`config.mk`:
```
export PLATFORM = sky130hd
export DESIGN_NAME = integer_set_table_core
export DESIGN_NICKNAME = d
export VERILOG_FILES = /design/src/rtl/core/ist_pkg.sv /design/src/rtl/core/integer_set_table_core.sv /design/src/rtl/core/ist_cell.sv
export SDC_FILE = /design/constraint.sdc
export NUM_CORES = 1
export LEC_CHECK = 0
export BUFFER_PORTS_ARGS = -buffer_cell sky130_fd_sc_hd__buf_4
export CAP_MARGIN = 20
export CORE_UTILIZATION = 25
export CTS_CLUSTER_DIAMETER = 100
export DETAILED_ROUTE_END_ITERATION = 6
export SLEW_MARGIN = 5
export SYNTH_ARGS = -nofsm -noshare
export SYNTH_HDL_FRONTEND = slang
export SYNTH_HIERARCHICAL = 1
export SYNTH_SLANG_ARGS = --single-unit
```
`constraint.sdc`:
```
create_clock -name clk -period 8.09 [get_ports clk]
set_clock_uncertainty 0.2 [all_clocks]
set_input_delay 2.0225 -clock clk [delete_from_list [all_inputs] [get_ports clk]]
set_output_delay 2.0225 -clock clk [all_outputs]
set_load 0.01 [all_outputs]
```
`src/rtl/core/ist_pkg.sv`:
```
package ist_pkg;

    localparam int IST_CAPACITY = 16;

    localparam logic [1:0] CMD_ADD    = 2'd0;
    localparam logic [1:0] CMD_REMOVE = 2'd1;
    localparam logic [1:0] CMD_QUERY  = 2'd2;

    localparam logic [2:0] ST_ADDED    = 3'd0;
    localparam logic [2:0] ST_PRESENT  = 3'd1;
    localparam logic [2:0] ST_FULL     = 3'd2;
    localparam logic [2:0] ST_REMOVED  = 3'd3;
    localparam logic [2:0] ST_ABSENT   = 3'd4;
    localparam logic [2:0] ST_FOUND    = 3'd5;
    localparam logic [2:0] ST_NOTFOUND = 3'd6;

    typedef struct packed {
        logic [1:0]         command;
        logic signed [31:0] value;
    } ist_req_t;

    typedef struct packed {
        logic [2:0] status;
        logic [4:0] member_count;
        logic       is_empty;
    } ist_rsp_t;

    typedef struct packed {
        logic shift;
        logic write;
    } ist_cell_ctrl_t;

    typedef enum logic [2:0] {
        S_IDLE  = 3'b001,
        S_CMP   = 3'b010,
        S_APPLY = 3'b100
    } ist_state_t;

endpackage

```
`src/rtl/core/integer_set_table_core.sv`:
```
// A set of up to CAPACITY distinct 32-bit integers held in a packed row of cells.
// Each request has a compare step and an apply step: in the compare step, every
// cell compares its entry with the value in parallel and the result is decided;
// in the apply step, the row appends or shifts down by one place while the next
// request may already be accepted, so busy is high for one cycle per beat and a
// new beat can start before the last is applied. The result is shown with done
// for exactly one cycle, in the cycle after busy; the receiver cannot stall it.
module integer_set_table_core
    import ist_pkg::*;
#(
    parameter int CAPACITY = IST_CAPACITY
)
(
    input  logic     clk,
    input  logic     rst_n,
    input  logic     start,
    output logic     busy,
    input  ist_req_t request,
    output logic     done,
    output ist_rsp_t result
);

    localparam int IDX_W = $clog2(CAPACITY);
    localparam int CNT_W = $clog2(CAPACITY + 1);

    ist_state_t         state_reg;
    ist_state_t         state_next;
    logic [1:0]         cmd_reg;
    logic [31:0]        value_reg;
    logic [CNT_W-1:0]   count_reg;
    logic [CNT_W-1:0]   count_next;
    logic [IDX_W-1:0]   pos_reg;
    logic [IDX_W-1:0]   pos_next;
    ist_cell_ctrl_t     ctrl_reg;
    ist_cell_ctrl_t     ctrl_next;
    ist_rsp_t           result_reg;
    ist_rsp_t           result_next;
    logic               done_reg;

    logic [CAPACITY-1:0] match;
    logic [31:0]         entry    [CAPACITY];
    logic [31:0]         upper    [CAPACITY];
    logic                hit;
    logic [IDX_W-1:0]    hit_pos;
    logic [2:0]          status;
    logic                accept;

    assign busy   = (state_reg == S_CMP);
    assign accept = start && !busy;
    assign done   = done_reg;
    assign result = result_reg;

    for (genvar i = 0; i < CAPACITY; i++)
    begin : g_cell
        if (i == CAPACITY - 1)
        begin : g_last
            assign upper[i] = entry[i];
        end
        else
        begin : g_inner
            assign upper[i] = entry[i+1];
        end

        ist_cell #(
            .IDX   (i),
            .IDX_W (IDX_W),
            .CNT_W (CNT_W)
        ) u_cell (
            .clk         (clk),
            .ctrl        (ctrl_reg),
            .pos         (pos_reg),
            .count       (count_reg),
            .value       (value_reg),
            .upper_entry (upper[i]),
            .entry       (entry[i]),
            .match       (match[i])
        );
    end

    // Entries are distinct, so at most one cell matches and an OR encoder finds it.
    always_comb
    begin
        hit_pos = '0;
        for (int i = 0; i < CAPACITY; i++)
        begin
            if (match[i])
            begin
                hit_pos = hit_pos | IDX_W'(i);
            end
        end
        hit = |match;
    end

    always_comb
    begin
        count_next = count_reg;
        pos_next   = pos_reg;
        ctrl_next  = '0;
        status     = ST_NOTFOUND;
        case (cmd_reg)
            CMD_ADD:
            begin
                if (hit)
                begin
                    status = ST_PRESENT;
                end
                else if (count_reg == CNT_W'(CAPACITY))
                begin
                    status = ST_FULL;
                end
                else
                begin
                    status          = ST_ADDED;
                    count_next      = count_reg + 1'b1;
                    pos_next        = count_reg[IDX_W-1:0];
                    ctrl_next.write = 1'b1;
                end
            end
            CMD_REMOVE:
            begin
                if (hit)
                begin
                    status          = ST_REMOVED;
                    count_next      = count_reg - 1'b1;
                    pos_next        = hit_pos;
                    ctrl_next.shift = 1'b1;
                end
                else
                begin
                    status = ST_ABSENT;
                end
            end
            default:
            begin
                status = hit ? ST_FOUND : ST_NOTFOUND;
            end
        endcase
        result_next.status       = status;
        result_next.member_count = 5'(count_next);
        result_next.is_empty     = (count_next == '0);
    end

    always_comb
    begin
        state_next = state_reg;
        case (state_reg)
            S_IDLE:  state_next = accept ? S_CMP : S_IDLE;
            S_CMP:   state_next = S_APPLY;
            S_APPLY: state_next = accept ? S_CMP : S_IDLE;
            default: state_next = S_IDLE;
        endcase
    end

    always_ff @(posedge clk or negedge rst_n)
    begin
        if (!rst_n)
        begin
            state_reg <= S_IDLE;
            count_reg <= '0;
            ctrl_reg  <= '0;
            done_reg  <= 1'b0;
        end
        else
        begin
            state_reg <= state_next;
            done_reg  <= busy;
            if (busy)
            begin
                count_reg <= count_next;
                ctrl_reg  <= ctrl_next;
            end
            else
            begin
                ctrl_reg <= '0;
            end
        end
    end

    always_ff @(posedge clk)
    begin
        if (accept)
        begin
            cmd_reg   <= request.command;
            value_reg <= request.value;
        end
        if (busy)
        begin
            pos_reg    <= pos_next;
            result_reg <= result_next;
        end
    end

endmodule

```
`src/rtl/core/ist_cell.sv`:
```
module ist_cell
    import ist_pkg::*;
#(
    parameter int IDX   = 0,
    parameter int IDX_W = 4,
    parameter int CNT_W = 5
)
(
    input  logic               clk,
    input  ist_cell_ctrl_t     ctrl,
    input  logic [IDX_W-1:0]   pos,
    input  logic [CNT_W-1:0]   count,
    input  logic [31:0]        value,
    input  logic [31:0]        upper_entry,
    output logic [31:0]        entry,
    output logic               match
);

    logic [31:0] entry_reg;
    logic [31:0] entry_next;

    assign entry = entry_reg;
    assign match = (entry_reg == value) && (CNT_W'(IDX) < count);

    always_comb
    begin
        entry_next = entry_reg;
        if (ctrl.shift && (IDX_W'(IDX) >= pos))
        begin
            entry_next = upper_entry;
        end
        else if (ctrl.write && (IDX_W'(IDX) == pos))
        begin
            entry_next = value;
        end
    end

    always_ff @(posedge clk)
    begin
        entry_reg <= entry_next;
    end

endmodule

```
==> impl_metrics.py, run 1 <==
metrics = {
    "floorplan": {
        "die_h_um": 353,
        "fp-row-count": 128,
        "dieArea_sq_um": 125000,
        "core_sq_um": 122000,
        "ios": 48,
        "initial_core_util": 0.253,
        "die_w_um": 353,
    },
    "sta": {
        "grt_setup_unrepaired": "false",
        "slew_viol_final": 0,
        "max_freq_mhz": 218,
        "report.final.hold_viol_count": 0,
        "fin_crit_sh": 0.568,
        "tns_ns": 0,
        "setup_violations": 0,
        "period_needed_ns": 4.60,
        "tightest_slew_ns": 1.09,
        "holdWs_ns": 0.235,
        "maxSlewHeadroom": 0.270,
    },
    "placed_design": {
        "place.gp.congestion": 0.826,
        "hpwl_um": 54300,
        "io_buffer_count": 47,
        "placed_cell_area_sq_um": 33300,
    },
    "cts": {
        "cts_resized": 0,
        "clkSinkCount": 569,
        "hold_buffers": 0,
        "cts_buffers": 59,
        "cts_setup_buffers": 0,
        "h-tree-depth": 2,
        "clock_path_buffers": 3,
        "clkTransAtPathRegs_ns": 0.06,
        "clk_latency_ns": 0.66,
        "cts_tree": "built",
        "cts-root-buf": "clkbuf_16",
    },
    "logic_synthesis": {
        "synthArstFlopShare": 0.0176,
        "synthFlopType": "edfxtp_1",
        "synthesis.nets": 2034,
        "synthesis.area_sq_um": 30800,
        "synth-edff-count": 559,
        "avgSynthCellArea_sq_um": 15.4,
        "synth_top_area_cell": "edfxtp_1",
        "seq_area_frac_synth": 0.553,
        "synthTopCellsByArea": "edfxtp_1 (54%), xor2_1 (12%), mux2_2 (11%), mux2_4 (8.8%), xnor2_1 (2.6%)",
        "synth_warnings": 6,
        "ys_ff_latch": 569,
        "synthCells": 1995,
        "synthDominantCellAreaShare": 0.545,
        "synth.distinct_cells": 75,
    },
    "power": {
        "peakVddDrop_mv": 0.173,
        "cellLeakagePower_nw": 12.2,
        "power_density_nw_per_um2": 203,
    },
    "worst_setup_path": {
        "worstSetupPathType": "reg -> reg",
        "cp.required_ns": 8.33,
        "end_kind": "flop",
        "crit_start": "value_reg[30]",
        "worstSetupStartpointType": "flop",
        "r2r_start": "value_reg[30]",
        "cp_max_fo": 32,
        "cp.arrival_ns": 4.84,
    },
    "detailed_routing": {
        "wl_um": 84100,
        "via_count": 17200,
        "routedWlPerCell_um": 22.2,
        "highest_layer": "met4",
        "met2WireLength_um": 38600,
        "drcViolationCount": 0,
        "wl_met3_um": 4100,
        "viasPerCell": 4.55,
        "first_pass_iters": 5,
        "drtIter0Drc": 1434,
        "ant_nets": 0,
        "wl_met1_um": 39700,
    },
    "final_layout": {
        "layout_common_cells": "edfxtp_1 (559), xor2_1 (425), mux2_2 (294)",
        "fill_cells": 12300,
        "design_area_sq_um": 35200,
        "diodes": 0,
        "drive_gt1_frac": 0.336,
        "syn_to_final_growth_pct": 14.1,
        "largest_reg_flops": 512,
        "final_util": 0.288,
        "mostFrequentLayoutCell": "edfxtp_1",
        "finalNetCount": 2151,
    },
    "hold_path": {
        "hold_start": "state_reg[1]",
        "hp-class": "reg -> reg",
    },
    "global_route": {
        "track_usage": 0.132,
        "grt_pass1_wl_um": 123000,
        "grt_pass1_vias": 17700,
        "overflow": 0,
        "grt_antenna_before_repair": 2,
        "grt_max_degree": 66,
    },
    "run": {
        "max_cap_viol_count": 0,
    },
    "outcome": {
        "outcome": "finished clean",
    },
}
final timing paths:
check | to | slack, ns | cells past startpoint
min | state_reg[1] | 0.24 | 1
max in group asynchronous | state_reg[0] | 6.47 | 1
max reg2reg | result[0] | 3.49 | 12
min reg2reg | state_reg[1] | 0.24 | 1
min in group asynchronous | state_reg[1] | 1.00 | 1
max | result[0] | 3.49 | 12
layer usage:
metal | GRT usage | up-vias
li1 | - | 7845
met1 | 0.189 | 8839
met2 | 0.207 | 446
met3 | 0.0194 | 102
met4 | 0.0362 | 0
met5 | 0 | -
cell type report:
class | instances | area [sq um] | share of cell area
Sequential cell | 569 | 17000 | 0.484
Clock inverter | 41 | 278 | 0.00790
Timing Repair Buffer | 112 | 898 | 0.0255
Clock buffer | 70 | 1540 | 0.0438
Inverter | 8 | 32.5 | 0.000925
Multi-Input combinational cell | 1362 | 13400 | 0.380
Tap cell | 1625 | 2030 | 0.0578
cell families after synthesis:
logic type | after synthesis | synth area share
xor+xnor | 519 | 0.148
mux | 514 | 0.210
buf+inv | 64 | 0.0164
flops | 569 | 0.553
simple gates | 257 | 0.0552
fa+ha+maj | 2 | 0.000812
compound gates | 70 | 0.0170
report_power, final:
group	internal, mW	switching, mW	total (mW)
logic	0.474	0.608	1.08
registers	3.35	0.0650	3.42
clock network	1.45	1.20	2.64
total	5.27	1.87	7.14
cell usage after synthesis, drive strengths merged, types with 3 or more instances:
| library cell | count |
|---|---|
| nor3 | 17 |
| o21a | 4 |
| nand2 | 16 |
| nor4 | 123 |
| clkbuf | 7 |
| inv | 8 |
| dfrtp | 9 |
| and3 | 5 |
| xnor2 | 93 |
| a41oi | 4 |
| edfxtp | 559 |
| buf | 49 |
| and2 | 3 |
| a31oi | 12 |
| nand4 | 40 |
| a2111oi | 3 |
| nor3b | 4 |
| xor2 | 426 |
| a21o | 3 |
| o21ai | 9 |
| nand3 | 15 |
| nor2b | 5 |
| a21oi | 18 |
| mux2 | 512 |
| nor2 | 16 |
| or4 | 5 |
critical path, stage by stage, from the launching register on:
cell      delay (ns)
edfxtp_1        0.32
buf_4           0.51
xor2_1          0.14
nor4_1          0.83
nand4_1         0.23
nor4_2          0.60
nor4_2          0.19
and4_4          0.26
inv_4           0.16
nand2_1         0.09
and3_1          0.19
o32a_1          0.36
nor4b_1         0.31
through the flow:
stage	total power, mW	setup slack [ns]	std cells
after floorplan	4.18	3.30	1995
after global placement	4.55	3.65	3672
after detailed placement	4.55	3.67	3673
after CTS	7.21	3.62	3784
after global routing	7.39	3.40	3787
final	7.14	3.49	3787
No activity file was read; power rests on OpenSTA's default activity.
==> inputs of run 2 (changes only) <==
- clock period: 8.09 -> 3.73 ns (I/O delays scaled with it)
==> impl_metrics.py, run 2 (same netlist as run 1, synthesis figures left out) <==
metrics = {
    "worst_setup_path": {
        "cp.required_ns": 3.90,
        "worstSetupStartpointType": "flop",
        "cp.arrival_ns": 3.91,
        "end_kind": "flop",
        "worstSetupPathType": "reg -> reg",
        "cp_max_fo": 10,
    },
    "power": {
        "peakVddDrop_mv": 0.380,
        "cellLeakagePower_nw": 13.5,
        "power_density_nw_per_um2": 426,
        "power_mw": 16.0,
    },
    "detailed_routing": {
        "drtIter0Drc": 1484,
        "via_count": 18200,
        "routedWlPerCell_um": 22.9,
        "drcViolationCount": 0,
        "wl_um": 90900,
        "viasPerCell": 4.58,
        "first_pass_iters": 5,
        "ant_nets": 0,
    },
    "sta": {
        "tightest_slew_ns": 1.03,
        "setup_violations": 1,
        "grt_setup_unrepaired": "true",
        "slew_viol_final": 0,
        "tns_ns": -0.00717,
        "fin_crit_sh": 1.00,
        "maxSlewHeadroom": 0.313,
        "fin_ws_ns": -0.00717,
        "max_freq_mhz": 268,
        "period_needed_ns": 3.74,
        "report.final.hold_viol_count": 0,
    },
    "placed_design": {
        "place.gp.congestion": 0.895,
        "place_ws_ns": -0.488,
        "hpwl_um": 62400,
        "io_buffer_count": 47,
    },
    "global_route": {
        "overflow": 0,
        "grt_pass1_wl_um": 130000,
        "grt_max_degree": 40,
        "track_usage": 0.140,
        "grt_antenna_before_repair": 2,
        "grt_pass1_vias": 18200,
    },
    "cts": {
        "clkSinkCount": 569,
        "clk_latency_ns": 0.64,
        "clkTransAtPathRegs_ns": 0.06,
        "cts-root-buf": "clkbuf_16",
        "cts_tree": "built",
        "cts_buffers": 59,
        "h-tree-depth": 2,
        "clock_path_buffers": 3,
    },
    "floorplan": {
        "core_sq_um": 122000,
        "fp-row-count": 128,
        "dieArea_sq_um": 125000,
        "die_w_um": 353,
        "initial_core_util": 0.253,
        "die_h_um": 353,
        "ios": 48,
    },
    "hold_path": {
        "hp-class": "reg -> reg",
    },
    "final_layout": {
        "drive_gt1_frac": 0.411,
        "mostFrequentLayoutCell": "edfxtp_1",
        "final_util": 0.308,
        "syn_to_final_growth_pct": 22.0,
        "layout_common_cells": "edfxtp_1 (559), xor2_1 (406), mux2_2 (294)",
        "largest_reg_flops": 512,
        "finalNetCount": 2346,
        "fill_cells": 12100,
    },
    "outcome": {
        "violations": "negative setup slack",
        "outcome": "complete, but fails checks",
    },
    "run": {
        "max_cap_viol_count": 0,
    },
}
==> run 2: cell count changes in the layout (fill, tap and decap cells not counted), sizes merged <==
cell,change
bufinv,-1
inv,-3
clkbuf,+17
buf,+191
clkinv,-16
dlygate4sd3,+1
clkinvlp,-1
diode,+2
==> run 2: metrics by stage <==
step                      area [sq um]  hold WS (ns)  std cells
after global routing             37600         0.249       3975
final                            37600         0.230       3977
after global placement           35100         0.218       3842
after floorplan                  30800         0.210       1995
after CTS                        37000         0.235       3954
after detailed placement         35100         0.228       3842
==> run 2: worst max-delay path: stages (launching register included) <==
cell      delay [ns]
edfxtp_1        0.41
buf_12          0.16
buf_12          0.14
buf_4           0.13
xor2_1          0.13
buf_4           0.13
nor4_1          0.04
nand4_1         0.11
nor4_2          0.05
buf_4           0.15
nor4_4          0.43
and4_4          0.34
inv_4           0.05
buf_8           0.13
or4_4           0.44
a21oi_4         0.16
xor2_2          0.18
nor4b_2         0.07
==> run 2: final timing paths <==
kind                       cells past startpoint     startpoint      endpoint  slack (ns)
hold / removal                                 1   state_reg[1]  state_reg[1]        0.23
setup reg to reg                              17  value_reg[16]     result[0]      -0.007
hold reg to reg                                1   state_reg[1]  state_reg[1]        0.23
min in group asynchronous                      2          rst_n  count_reg[0]        0.47
setup / recovery                              17  value_reg[16]     result[0]      -0.007
max in group asynchronous                      2          rst_n  state_reg[0]        2.64
==> run 2: repair_timing <==
item / 4_1_cts / 5_1_grt
pin swaps: 10 / 7
resized for setup: 15 / 58
hold buffers: 1 / 0
endpoints found under the setup margin: 10 / 13
buffers inserted: 8 / 20
hold endpoints to repair: 9 / 0
gates cloned: 0 / 3
==> run 2: per-layer routing <==
metal / vias to the layer above / track usage / wire (um)
met5: - / 0 / 0
met4: 0 / 0.0359 / 2110
met3: 104 / 0.0163 / 4560
met2: 523 / 0.224 / 42200
met1: 9339 / 0.200 / 42100
li1: 8234 / - / -
==> run 2: report_power, final <==
part	switching, mW	leakage, nW	internal [mW]
Clock	2.55	0.872	3.14
Combinational	1.53	7.48	1.41
Sequential	0.101	5.18	7.27
Total	4.18	13.5	11.8
==> run 2: layout make-up <==
| cell class | count | area, sq um | share of cell area |
|---|---|---|---|
| well taps | 1625 | 2030 | 0.0541 |
| inverters | 8 | 32.5 | 0.000865 |
| diodes | 2 | 5.00 | 0.000133 |
| repair buffers | 307 | 2950 | 0.0783 |
| multi-input cells | 1362 | 13800 | 0.366 |
| flip-flops and latches | 569 | 17000 | 0.453 |
| clock buffers | 84 | 1620 | 0.0432 |
| clock inverters | 20 | 148 | 0.00393 |
==> inputs of run 3 (changes only) <==
- RECOVER_POWER: default -> 25
==> impl_metrics.py, run 3 (same netlist as run 1, synthesis figures left out) <==
metrics = {
    "placed_design": {
        "placed_cell_area_sq_um": 35100,
        "place_ws_ns": -0.488,
        "hpwl_um": 62400,
        "io_buffer_count": 47,
        "place.gp.congestion": 0.895,
    },
    "final_layout": {
        "syn_to_final_growth_pct": 21.5,
        "drive_gt1_frac": 0.397,
        "fill_cells": 12200,
        "finalNetCount": 2346,
        "design_area_sq_um": 37500,
        "multi_input_area_sq_um": 13700,
        "ff_latch_area_sq_um": 17000,
        "largest_reg_flops": 512,
        "mostFrequentLayoutCell": "edfxtp_1",
        "diodes": 0,
        "layout_common_cells": "edfxtp_1 (559), xor2_1 (406), mux2_2 (294)",
    },
    "sta": {
        "setup_violations": 1,
        "holdWs_ns": 0.234,
        "tns_ns": -0.0172,
        "tightest_slew_ns": 1.33,
        "slew_viol_final": 0,
        "max_freq_mhz": 267,
        "maxSlewHeadroom": 0.114,
        "grt_setup_unrepaired": "true",
        "report.final.hold_viol_count": 0,
        "fin_ws_ns": -0.0172,
        "period_needed_ns": 3.75,
        "fin_crit_sh": 1.00,
    },
    "outcome": {
        "violations": "negative setup slack",
        "outcome": "complete, but fails checks",
    },
    "floorplan": {
        "initial_core_util": 0.253,
        "die_w_um": 353,
        "ios": 48,
        "fp-row-count": 128,
        "core_sq_um": 122000,
        "die_h_um": 353,
        "dieArea_sq_um": 125000,
    },
    "global_route": {
        "grt_max_degree": 40,
        "track_usage": 0.140,
        "grt_pass1_wl_um": 130000,
        "overflow": 0,
        "grt_pass1_vias": 18200,
        "grt_antenna_before_repair": 2,
    },
    "power": {
        "peakVddDrop_mv": 0.381,
        "power_frac_comb": 0.182,
        "pwr-share-seq": 0.462,
        "power_mw": 16.0,
        "power_density_nw_per_um2": 426,
        "internal-power_mw": 11.8,
        "switchingPower_mw": 4.17,
        "clkPwrFrac": 0.356,
        "switching_share": 0.261,
        "cellLeakagePower_nw": 13.4,
    },
    "run": {
        "max_cap_viol_count": 0,
    },
    "hold_path": {
        "hold_start": "state_reg[1]",
        "hp-class": "reg -> reg",
        "hold_depth": 1,
        "holdPathEnd": "state_reg[1]",
    },
    "worst_setup_path": {
        "cp_max_fo": 10,
        "max_stage_delay_ns": 0.44,
        "regToRegEndpoint": "result[0]",
        "cp.arrival_ns": 3.92,
        "cp.required_ns": 3.90,
        "end_kind": "flop",
        "slowest_stage": "or4_4",
        "worstSetupPathType": "reg -> reg",
        "crit_chain": "buf_12, buf_12, buf_4, xor2_1, buf_4, nor4_1, nand4_1, nor4_2, buf_4, nor4_4, and4_4, inv_4, buf_8, or4_4, a21oi_4, xor2_2, nor4b_2",
        "r2r_start": "value_reg[16]",
        "cp_common_cell": "buf_4",
        "worstSetupStartpointType": "flop",
        "reg2reg_slack_ns": -0.02,
        "reg2reg_depth": 17,
    },
    "cts": {
        "clkSinkCount": 569,
        "cts_buffers": 59,
        "cts_tree": "built",
        "cts-root-buf": "clkbuf_16",
        "h-tree-depth": 2,
        "clkTransAtPathRegs_ns": 0.06,
        "clk_latency_ns": 0.64,
        "clock_path_buffers": 3,
    },
    "detailed_routing": {
        "first_pass_iters": 7,
        "wl_um": 91000,
        "viasPerCell": 4.58,
        "ant_nets": 0,
        "drcViolationCount": 0,
        "drtIter0Drc": 1420,
        "routedWlPerCell_um": 22.9,
        "via_count": 18200,
    },
}
run 3: changes by cell type in the layout (fill, tap and decap cells not counted), moves of 2 or more:
| cell | delta |
|---|---|
| mux2_1 | +4 |
| clkbuf_1 | +23 |
| mux2_4 | -4 |
| diode_2 | -2 |
| nand2_2 | -2 |
| clkbuf_4 | +23 |
| nand2_1 | +2 |
| buf_4 | -55 |
| clkbuf_2 | +9 |
run 3: metrics by stage:
stage | instances | util
CTS | 3954 | 0.303
detailed placement | 3842 | 0.287
finish | 3975 | 0.307
floorplan | 1995 | -
global placement | 3842 | 0.287
global route | 3975 | 0.307
run 3: how the worst max path moves through the flow:
stage             startpoint   endpoint  slack (ns)  depth (start not counted)
6_report       value_reg[16]  result[0]       -0.02                         17
5_1_grt        value_reg[17]  result[0]       -0.16                         14
4_1_cts        value_reg[16]  result[0]       -0.07                         15
3_5_place_dp   value_reg[10]  result[0]       -0.49                         15
3_3_place_gp   value_reg[10]  result[0]       -0.47                         15
2_1_floorplan  value_reg[13]  result[0]        0.13                         10
run 3: cell type report:
type / count / share of cell area
Inverter: 8 / 0.000868
Tap cell: 1625 / 0.0543
Clock buffer: 84 / 0.0433
Clock inverter: 20 / 0.00394
Sequential cell: 569 / 0.455
Timing Repair Buffer: 307 / 0.0757
Multi-Input combinational cell: 1362 / 0.367
run 3: repair_timing:
item / in CTS / in global routing
hold buffers: 1 / 0
hold endpoints to repair: 9 / 0
endpoints found under the setup margin: 10 / 13
gates resized for setup: 15 / 58
gates cloned: 0 / 3
buffers inserted: 8 / 20
pin swaps: 10 / 7
run 3: routing by layer:
layer,GRT usage,share of wire,vias to the layer above
met1,0.200,0.46,9387
met4,0.0359,0.023,0
met2,0.224,0.46,501
met5,0,0,-
li1,-,-,8214
met3,0.0163,0.051,104
run 3: worst max-delay path: cells and delay by family (launching register included):
family                 cells  cell delay, ns
AND/OR/NAND/NOR            7            1.48
buffers and inverters      7            0.89
flip-flops                 1            0.41
XOR/XNOR                   2            0.31
AO/OA/AOI/OAI              1            0.16
run 3: power groups by stage:
stage	registers [mW]	logic (mW)	clock network, mW
2_1_floorplan	7.80	1.27	0
3_3_place_gp	7.50	2.76	0
3_5_place_dp	7.51	2.77	0
4_1_cts	7.37	2.81	5.80
5_1_grt	7.38	3.08	6.05
6_report	7.37	2.91	5.69
